File: src/rtl/randomized_weighted_majority_defines.svh
// Assertion macros shared by the RTL of the weighted majority learner.
`ifndef RANDOMIZED_WEIGHTED_MAJORITY_DEFINES_SVH
`define RANDOMIZED_WEIGHTED_MAJORITY_DEFINES_SVH

// Same-cycle implication, checked on the rising clock edge outside reset.
`define RWM_ASSERT_IMP(label, clk, rst_n, ante, cons, msg) \
  label: assert property (@(posedge clk) disable iff (!rst_n) (ante) |-> (cons)) \
    else $error(msg);

// Next-cycle implication, checked on the rising clock edge outside reset.
`define RWM_ASSERT_NXT(label, clk, rst_n, ante, cons, msg) \
  label: assert property (@(posedge clk) disable iff (!rst_n) (ante) |=> (cons)) \
    else $error(msg);

`endif

File: src/rtl/rwm_pkg.sv
package rwm_pkg;

  // Default number of experts the weight store is sized for.
  localparam int unsigned MAX_EXPERTS_DEFAULT = 32;

  // Q1.31 weight of one.
  localparam logic [31:0] WEIGHT_ONE = 32'h8000_0000;

  // Output scrambler multiplier of the xorshift64* generator.
  localparam logic [63:0] XS_MULT = 64'd2685821657736338717;

  localparam logic [63:0] SEED_RESET   = 64'd1234567891234567;
  localparam logic [15:0] FACTOR_RESET = 16'd58982;
  localparam logic [5:0]  ACTIVE_RESET = 6'd32;

  // Configuration register indexes.
  localparam int unsigned CFG_IDX_W = 2;
  localparam logic [CFG_IDX_W-1:0] CFG_WRONG_FACTOR   = 2'd0;
  localparam logic [CFG_IDX_W-1:0] CFG_RANDOM_SEED    = 2'd1;
  localparam logic [CFG_IDX_W-1:0] CFG_ACTIVE_EXPERTS = 2'd2;

  // Operand pair for the shared multiplier.
  typedef struct packed {
    logic [31:0] a;
    logic [31:0] b;
  } mul_req_t;

  // One xorshift64 state advance.
  function automatic logic [63:0] xorshift_step(input logic [63:0] x);
    logic [63:0] s1;
    logic [63:0] s2;
    logic [63:0] s3;
    s1 = x ^ (x >> 12);
    s2 = s1 ^ (s1 << 25);
    s3 = s2 ^ (s2 >> 27);
    return s3;
  endfunction

endpackage

File: src/rtl/rwm_weight_ram.sv
module rwm_weight_ram import rwm_pkg::*; #(
  parameter int unsigned Depth = MAX_EXPERTS_DEFAULT,
  parameter int unsigned AddrW = 5
) (
  input  logic             clk_i,
  input  logic             rst_ni,
  input  logic             we_i,
  input  logic [AddrW-1:0] waddr_i,
  input  logic [31:0]      wdata_i,
  input  logic [AddrW-1:0] raddr_i,
  output logic [31:0]      rdata_o
);

  logic [31:0] mem [Depth];
  logic [Depth-1:0] vld_q;
  logic [31:0] rd_q;
  logic rd_vld_q;

  // An entry never written since reset reads as a weight of one.
  always_ff @(posedge clk_i or negedge rst_ni) begin
    if (!rst_ni) begin
      vld_q    <= '0;
      rd_vld_q <= 1'b0;
    end else begin
      rd_vld_q <= vld_q[raddr_i];
      if (we_i) begin
        vld_q[waddr_i] <= 1'b1;
      end
    end
  end

  always_ff @(posedge clk_i) begin
    rd_q <= mem[raddr_i];
    if (we_i) begin
      mem[waddr_i] <= wdata_i;
    end
  end

  assign rdata_o = rd_vld_q ? rd_q : WEIGHT_ONE;

endmodule

File: src/rtl/rwm_mul_unit.sv
module rwm_mul_unit import rwm_pkg::*; (
  input  logic        clk_i,
  input  mul_req_t    req_i,
  output logic [63:0] prod_o
);

  logic [63:0] prod_q;

  always_ff @(posedge clk_i) begin
    prod_q <= 64'(req_i.a) * 64'(req_i.b);
  end

  assign prod_o = prod_q;

endmodule

File: src/rtl/randomized_weighted_majority.sv
// Randomized weighted majority learner. Each expert holds a Q1.31 weight. An
// advice word (mode 0) stores the experts' vote bits and returns one guess word:
// 1 with probability (weight voting 1) / (total weight), drawn from an xorshift64*
// generator, or a fair coin when all weights are zero. An outcome word (mode 1)
// returns nothing; it scales the weight of every active expert whose stored
// vote was wrong by wrong_factor (Q0.16), doubles all active weights when all
// fell below one half, and restores them to one when all reached zero. An
// advice word also waits while the previous guess still occupies the output
// register, and an outcome word is followed by a doubling pass or a restore
// pass when one is due. Each pass sweeps the single read port of the weight
// memory once, and one 32x32 multiplier is shared by the weight scaling and
// by the five partial products of the random draw and comparison.
// The input side stalls while a word is being worked on; a finished guess sits
// in an output register, so the next word may be accepted while it waits.
// Configuration writes are taken only while the block is idle.
`include "randomized_weighted_majority_defines.svh"

module randomized_weighted_majority import rwm_pkg::*; #(
  parameter int unsigned MaxExperts = MAX_EXPERTS_DEFAULT
) (
  input  logic                 clk_i,
  input  logic                 rst_ni,
  // Input channel.
  input  logic                 in_valid_i,
  output logic                 in_stall_o,
  input  logic                 mode_i,
  input  logic [31:0]          expert_votes_i,
  input  logic                 outcome_i,
  // Output channel.
  output logic                 out_valid_o,
  input  logic                 out_stall_i,
  output logic                 guess_o,
  // Configuration write channel.
  input  logic                 cfg_valid_i,
  output logic                 cfg_ready_o,
  input  logic [CFG_IDX_W-1:0] cfg_index_i,
  input  logic [63:0]          cfg_data_i
);

  localparam int unsigned IdxW = (MaxExperts > 1) ? $clog2(MaxExperts) : 1;
  localparam int unsigned CntW = $clog2(MaxExperts + 1);
  // Exact sum of all active weights.
  localparam int unsigned SumW = 32 + IdxW;
  localparam int unsigned PhiW = SumW + 1;

  typedef enum logic [3:0] {
    S_IDLE,
    S_SUM,
    S_RNG,
    S_M0,
    S_M1,
    S_M2,
    S_M3,
    S_M4,
    S_M5,
    S_M6,
    S_CMP,
    S_UPD,
    S_DBL,
    S_FILL
  } state_e;

  state_e state_q;

  // Configuration and architectural state.
  logic [15:0] factor_q;
  logic [5:0]  active_q;
  logic [63:0] gen_q;
  logic [31:0] held_votes_q;

  // Sweep counter and the two read pipeline stages.
  logic [CntW-1:0] rc_q;
  logic            s1_v_q;
  logic            s2_v_q;
  logic [IdxW-1:0] s1_idx_q;
  logic [IdxW-1:0] s2_idx_q;
  logic [31:0]     s2_w_q;
  logic            s2_wrong_q;

  // Datapath registers.
  logic [SumW-1:0] total_q;
  logic [SumW-1:0] sum1_q;
  logic [31:0]     t_q;
  logic [PhiW-1:0] phi_q;
  logic            outcome_q;
  logic            all_small_q;
  logic            all_zero_q;
  logic            out_valid_q;
  logic            guess_q;

  logic [CntW-1:0] n_eff;
  logic [6:0]      act_ext;
  logic [6:0]      s1_idx_ext;
  logic            rd_issue;
  logic            vote_s1;
  logic            wrong_s1;
  logic [31:0]     rd_data;
  logic [63:0]     prod;
  mul_req_t        mul_req;
  logic            wr_en;
  logic [IdxW-1:0] wr_addr;
  logic [31:0]     wr_data;
  logic            guess_d;

  // Active count of zero acts as one, and counts above the store size clip.
  assign act_ext = 7'(active_q);
  always_comb begin
    if (act_ext == 7'd0) begin
      n_eff = CntW'(1);
    end else if (act_ext > 7'(MaxExperts)) begin
      n_eff = CntW'(MaxExperts);
    end else begin
      n_eff = CntW'(act_ext);
    end
  end

  assign rd_issue = (state_q == S_SUM || state_q == S_UPD || state_q == S_DBL) &&
                    (rc_q < n_eff);

  // Experts numbered 32 and up have no vote bit and always vote 0.
  assign s1_idx_ext = 7'(s1_idx_q);
  assign vote_s1    = (s1_idx_ext < 7'd32) ? held_votes_q[s1_idx_ext[4:0]] : 1'b0;
  assign wrong_s1   = vote_s1 != outcome_q;

  // Operand selection for the shared multiplier. The random word is
  // x * XS_MULT mod 2^64, of which only the upper half is needed, so three
  // 32-bit partial products suffice.
  always_comb begin
    mul_req = '0;
    case (state_q)
      S_UPD: begin
        mul_req.a = rd_data;
        mul_req.b = {16'd0, factor_q};
      end
      S_M0: begin
        mul_req.a = gen_q[31:0];
        mul_req.b = XS_MULT[31:0];
      end
      S_M1: begin
        mul_req.a = gen_q[31:0];
        mul_req.b = XS_MULT[63:32];
      end
      S_M2: begin
        mul_req.a = gen_q[63:32];
        mul_req.b = XS_MULT[31:0];
      end
      S_M4: begin
        mul_req.a = t_q;
        mul_req.b = total_q[31:0];
      end
      S_M5: begin
        mul_req.a = t_q;
        mul_req.b = 32'(total_q[SumW-1:32]);
      end
      default: begin
        mul_req = '0;
      end
    endcase
  end

  // Weight write port: scaled weights leave the second stage, doubled
  // weights the first, and the restore pass writes one per cycle.
  always_comb begin
    wr_en   = 1'b0;
    wr_addr = s2_idx_q;
    wr_data = s2_wrong_q ? prod[47:16] : s2_w_q;
    case (state_q)
      S_UPD: begin
        wr_en = s2_v_q;
      end
      S_DBL: begin
        wr_en   = s1_v_q;
        wr_addr = s1_idx_q;
        wr_data = {rd_data[30:0], 1'b0};
      end
      S_FILL: begin
        wr_en   = rc_q < n_eff;
        wr_addr = rc_q[IdxW-1:0];
        wr_data = WEIGHT_ONE;
      end
      default: begin
        wr_en = 1'b0;
      end
    endcase
  end

  // With no weight at all the guess is the inverted top bit of the draw.
  assign guess_d = (total_q == '0) ? ~t_q[31] : (phi_q < {1'b0, sum1_q});

  rwm_weight_ram #(
    .Depth(MaxExperts),
    .AddrW(IdxW)
  ) u_weight_ram (
    .clk_i  (clk_i),
    .rst_ni (rst_ni),
    .we_i   (wr_en),
    .waddr_i(wr_addr),
    .wdata_i(wr_data),
    .raddr_i(rc_q[IdxW-1:0]),
    .rdata_o(rd_data)
  );

  rwm_mul_unit u_mul_unit (
    .clk_i (clk_i),
    .req_i (mul_req),
    .prod_o(prod)
  );

  // Sequencer, configuration registers and the output register.
  always_ff @(posedge clk_i or negedge rst_ni) begin
    if (!rst_ni) begin
      state_q      <= S_IDLE;
      factor_q     <= FACTOR_RESET;
      active_q     <= ACTIVE_RESET;
      gen_q        <= SEED_RESET;
      held_votes_q <= '0;
      rc_q         <= '0;
      s1_v_q       <= 1'b0;
      s2_v_q       <= 1'b0;
      all_small_q  <= 1'b1;
      all_zero_q   <= 1'b1;
      out_valid_q  <= 1'b0;
      guess_q      <= 1'b0;
    end else begin
      s1_v_q <= rd_issue;
      s2_v_q <= s1_v_q && (state_q == S_UPD);
      if (rd_issue) begin
        rc_q <= rc_q + CntW'(1);
      end
      // The compare step handles the output register on its own.
      if (out_valid_q && !out_stall_i && state_q != S_CMP) begin
        out_valid_q <= 1'b0;
      end
      case (state_q)
        S_IDLE: begin
          if (cfg_valid_i) begin
            case (cfg_index_i)
              CFG_WRONG_FACTOR:   factor_q <= cfg_data_i[15:0];
              CFG_RANDOM_SEED:    gen_q    <= cfg_data_i;
              CFG_ACTIVE_EXPERTS: active_q <= cfg_data_i[5:0];
              default: begin
              end
            endcase
          end
          if (in_valid_i) begin
            rc_q <= '0;
            if (!mode_i) begin
              held_votes_q <= expert_votes_i;
              state_q      <= S_SUM;
            end else begin
              all_small_q <= 1'b1;
              all_zero_q  <= 1'b1;
              state_q     <= S_UPD;
            end
          end
        end
        S_SUM: begin
          if (!rd_issue && !s1_v_q) begin
            state_q <= S_RNG;
          end
        end
        S_RNG: begin
          gen_q   <= xorshift_step(gen_q);
          state_q <= S_M0;
        end
        S_M0: state_q <= S_M1;
        S_M1: state_q <= S_M2;
        S_M2: state_q <= S_M3;
        S_M3: state_q <= S_M4;
        S_M4: state_q <= S_M5;
        S_M5: state_q <= S_M6;
        S_M6: state_q <= S_CMP;
        S_CMP: begin
          if (!out_valid_q || !out_stall_i) begin
            out_valid_q <= 1'b1;
            guess_q     <= guess_d;
            state_q     <= S_IDLE;
          end
        end
        S_UPD: begin
          if (s2_v_q) begin
            if (wr_data[31:30] != 2'b00) begin
              all_small_q <= 1'b0;
            end
            if (wr_data != '0) begin
              all_zero_q <= 1'b0;
            end
          end
          if (!rd_issue && !s1_v_q && !s2_v_q) begin
            rc_q <= '0;
            if (all_zero_q) begin
              state_q <= S_FILL;
            end else if (all_small_q) begin
              state_q <= S_DBL;
            end else begin
              state_q <= S_IDLE;
            end
          end
        end
        S_DBL: begin
          if (!rd_issue && !s1_v_q) begin
            state_q <= S_IDLE;
          end
        end
        S_FILL: begin
          if (rc_q < n_eff) begin
            rc_q <= rc_q + CntW'(1);
          end else begin
            state_q <= S_IDLE;
          end
        end
        default: begin
          state_q <= S_IDLE;
        end
      endcase
    end
  end

  // Read pipeline payload, sums and the random draw arithmetic.
  always_ff @(posedge clk_i) begin
    s1_idx_q   <= rc_q[IdxW-1:0];
    s2_idx_q   <= s1_idx_q;
    s2_w_q     <= rd_data;
    s2_wrong_q <= wrong_s1;
    if (state_q == S_IDLE && in_valid_i) begin
      total_q   <= '0;
      sum1_q    <= '0;
      outcome_q <= outcome_i;
    end
    if (state_q == S_SUM && s1_v_q) begin
      total_q <= total_q + SumW'(rd_data);
      if (vote_s1) begin
        sum1_q <= sum1_q + SumW'(rd_data);
      end
    end
    case (state_q)
      S_M1: t_q <= prod[63:32];
      S_M2: t_q <= t_q + prod[31:0];
      S_M3: t_q <= t_q + prod[31:0];
      // floor(t * total / 2^32), built from the low and high total parts.
      S_M5: phi_q <= PhiW'(prod[63:32]);
      S_M6: phi_q <= phi_q + PhiW'(prod[SumW-1:0]);
      default: begin
      end
    endcase
  end

  assign in_stall_o  = state_q != S_IDLE;
  assign cfg_ready_o = state_q == S_IDLE;
  assign out_valid_o = out_valid_q;
  assign guess_o     = guess_q;

  // A guess only ever appears at the end of an advice word's comparison.
  `RWM_ASSERT_IMP(a_guess_from_cmp, clk_i, rst_ni, $rose(out_valid_o), $past(state_q) == S_CMP, "guess raised outside the compare step")
  // The read pipeline is drained whenever the sequencer rests.
  `RWM_ASSERT_IMP(a_idle_drained, clk_i, rst_ni, state_q == S_IDLE, !s1_v_q && !s2_v_q, "read pipeline busy while idle")
  // A sweep never runs past the active experts.
  `RWM_ASSERT_IMP(a_sweep_bound, clk_i, rst_ni, state_q != S_IDLE, rc_q <= n_eff, "sweep counter beyond active experts")
  // A taken guess is not shown again unless a new comparison produced it.
  `RWM_ASSERT_NXT(a_no_repeat, clk_i, rst_ni, out_valid_o && !out_stall_i && state_q != S_CMP, !out_valid_o, "guess repeated after it was taken")

endmodule
File: config.mk
export PLATFORM = sky130hd
export DESIGN_NAME = randomized_weighted_majority
export DESIGN_NICKNAME = d
export VERILOG_FILES = /design/src/rtl/rwm_pkg.sv /design/src/rtl/rwm_weight_ram.sv /design/src/rtl/rwm_mul_unit.sv /design/src/rtl/randomized_weighted_majority.sv
export VERILOG_INCLUDE_DIRS = /design/src /design/src/rtl
export SDC_FILE = /design/constraint.sdc
export NUM_CORES = 2
export LEC_CHECK = 0
export BUFFER_PORTS_ARGS = -buffer_cell sky130_fd_sc_hd__clkbuf_2
export CAP_MARGIN = 40
export CORE_ASPECT_RATIO = 1.4
export CORE_MARGIN = 8
export CORE_UTILIZATION = 64
export DETAILED_ROUTE_END_ITERATION = 8
export PLACE_DENSITY = 0.8
export SLEW_MARGIN = 20
export SYNTH_ARGS = -nofsm -noshare
export SYNTH_HDL_FRONTEND = slang
export SYNTH_SLANG_ARGS = --single-unit
File: constraint.sdc
create_clock -name clk_i -period 10.85 [get_ports clk_i]
set_clock_uncertainty 0.05 [all_clocks]
set_input_delay 1.085 -clock clk_i [delete_from_list [all_inputs] [get_ports clk_i]]
set_output_delay 1.085 -clock clk_i [all_outputs]
set_load 0.02 [all_outputs]
==> impl_metrics.py <==
metrics = {
    "critical_path": {
        "crit_path_end_kind": "flip-flop",
        "r2r_start": "state_q[1]",
        "crit_required_ns": 11.46,
        "cp_max_fo": 26,
        "worstSetupEndpoint": "u_mul_unit.prod_o[56]",
        "cp-start-kind": "flip-flop",
        "worst_r2r_path_depth": 31,
        "arrival_ns": 11.05,
        "rrSetupSlack_ns": 0.41,
        "worst_path_largest_cell_delay_ns": 0.68,
        "cp_common_cell": "fa_1",
        "rr_endpoint": "u_mul_unit.prod_o[56]",
        "crit_start": "state_q[1]",
        "path_class": "flip-flop to flip-flop",
        "slowest_stage": "dfrtp_1",
    },
    "cts": {
        "post_cts_buffers": 0,
        "htree_num_levels": 3,
        "clockRootBuffer": "clkbuf_16",
        "numCtsBuffers": 120,
        "clock_latency_ns": 0.79,
        "cts_hold_buf": 0,
        "tritoncts": "yes",
        "clkSinkCount": 1475,
        "path_clk_slew_ns": 0.08,
        "clk_path_buf_depth": 3,
        "cts_resized": 0,
    },
    "global_route": {
        "grt_pass1_vias": 73100,
        "gr-total-overflow": 0,
        "grtUsageTotal": 0.419,
        "grt_pass1_wl_um": 500000,
        "antenna_found_initial": 44,
        "grt_max_degree": 151,
    },
    "final_layout": {
        "layout-drive-gt1-share": 0.150,
        "final_common_cell": "edfxtp_1",
        "fill_cells": 10200,
        "final_nets": 9699,
        "area_growth_pct": 9.59,
        "final_cell_mix": "edfxtp_1, inv_1, fa_1",
    },
    "routing": {
        "routed_via_density": 6.87,
        "num_vias": 71300,
        "antenna_left": 0,
        "drt-pass1-iter-count": 9,
        "wire_per_inst_um": 34.2,
        "drc": 0,
        "drtIter0Drc": 9150,
        "wirelength_um": 355000,
    },
    "sta": {
        "setup_viol_count_final": 0,
        "relSlewSlack": 0.171,
        "fmax_mhz": 95.8,
        "rsz0062_at_grt": "false",
        "hold_viol": 0,
        "period_needed_ns": 10.44,
        "slew_viol_final": 0,
        "post-route-period-util": 0.962,
        "setup-tns-final_ns": 0,
        "worst_pin_slew_ns": 1.21,
    },
    "worst_hold_path": {
        "min_path_type": "input port to async pin",
    },
    "floorplanning": {
        "rows": 170,
        "ios": 109,
        "initial_core_util": 0.642,
        "core_sq_um": 153000,
        "dieArea_sq_um": 166000,
        "die_h_um": 479,
        "die_w_um": 347,
    },
    "logic_synthesis": {
        "netlist.area_leader.share": 0.347,
        "synth_nets": 9557,
        "syn_avg_cell_area_sq_um": 12.1,
        "yosysTopAreaCell": "edfxtp_1",
        "synth_area_sq_um": 98000,
        "syn_inst": 8115,
        "synth.yosys.warnings": 0,
        "synth_edf_count": 1132,
        "synth_cell_types": 100,
        "synthArstFlopShare": 0.113,
        "synth_area_leaders": "edfxtp_1, fa_1, mux4_2",
        "synth-seq-cells": 1475,
        "synth-seq-area-share": 0.426,
        "synth-main-ff-cell": "edfxtp_1",
    },
    "run_status": {
        "status": "complete, no violations",
    },
    "placement": {
        "place_congestion": 1.10,
        "io_buffers": 108,
        "hpwl_um": 246000,
    },
    "run": {
        "max_cap_viol_count": 0,
    },
}
==> per-layer routing <==
| layer | share of wire | GRT usage |
|---|---|---|
| met1 | 0.30 | 0.459 |
| met2 | 0.45 | 0.650 |
| met3 | 0.12 | 0.123 |
| met4 | 0.12 | 0.400 |
| met5 | 0.00044 | 0.000291 |
==> metrics by stage <==
stage / util / setup slack, ns / hold slack (ns) / area, sq um / cells
after floorplan: - / 2.03 / 0.276 / 98000 / 8115
after global placement: 0.669 / 0.938 / 0.325 / 102000 / 10100
after detailed placement: 0.673 / 0.848 / 0.331 / 103000 / 10100
after CTS: 0.701 / 0.777 / 0.144 / 107000 / 10300
after global routing: 0.703 / 0.225 / 0.166 / 107000 / 10300
final: 0.703 / 0.410 / 0.158 / 107000 / 10400
==> cells in the mapped netlist (17+ instances only) <==
cell type	number
nor2b_1	25
o2bb2ai_1	29
a31oi_1	20
o21ai_0	219
o21a_1	24
nor3_1	32
xnor2_1	190
mux2_2	91
mux2i_1	38
o22ai_1	50
xor2_1	113
o31ai_1	21
nor4_1	17
ha_1	437
nand2_1	821
fa_1	900
dfrtp_1	128
a21oi_1	295
a21o_1	113
buf_1	36
nand4_1	32
and3_1	21
a211oi_1	21
dfxtp_1	176
o21ai_1	59
a221o_1	36
a221oi_1	22
edfxtp_1	1132
inv_1	1050
dfstp_2	39
or2_1	21
nand2b_1	29
buf_2	24
a22o_1	37
and2_1	41
clkbuf_1	341
nor2_1	769
o21bai_1	38
mux4_2	340
nand3_1	90
==> layout make-up <==
class,instances,area (sq um),area share
Multi-Input combinational cell,5186,51500,0.480
Clock buffer,154,3330,0.0310
Inverter,1052,3950,0.0368
Clock inverter,76,1010,0.00943
Antenna cell,26,65.1,0.000606
Tap cell,1978,2470,0.0230
Timing Repair Buffer,422,3300,0.0307
Sequential cell,1475,41800,0.389
==> worst max-delay path: cells and delay by family, from the launching register on <==
kind            cells  cell delay (ns)
fa+ha+maj           9             4.38
compound gates      9             2.16
flops               1             0.68
simple gates        5             1.83
buf+inv             7             1.04
xor+xnor            1             0.13
==> cells by family after synthesis <==
| family | count (synthesis) | synth area share |
|---|---|---|
| AND/OR/NAND/NOR | 1964 | 0.0840 |
| multiplexers | 470 | 0.0926 |
| XOR/XNOR | 303 | 0.0271 |
| buffers and inverters | 1454 | 0.0561 |
| flip-flops | 1475 | 0.426 |
| AO/OA/AOI/OAI | 1112 | 0.0746 |
| adder cells (fa/ha/maj) | 1337 | 0.240 |
==> how the worst min path moves through the flow <==
stage,to,slack [ns],cells after the start
3_5_place_dp,s2_idx_q[3],0.33,0
5_1_grt,held_votes_q[6],0.17,1
6_report,held_votes_q[25],0.16,1
4_1_cts,held_votes_q[16],0.14,1
3_3_place_gp,s2_idx_q[3],0.32,0
2_1_floorplan,s2_idx_q[0],0.28,0
==> registers in the layout (all words and copies together) (netlist names), 5 cells and up <==
signal / count
s2_idx_q: 5
sum1_q: 37
s1_idx_q: 5
u_weight_ram.rd_q: 32
u_mul_unit.prod_o: 64
gen_q: 64
phi_q: 38
t_q: 32
u_weight_ram.vld_q: 32
u_weight_ram.mem: 1024
factor_q: 16
active_q: 6
s2_w_q: 32
total_q: 37
rc_q: 6
held_votes_q: 32
Power is not shown: default switching activity piles up to over one toggle a cycle in this logic, so the estimate is an artifact.
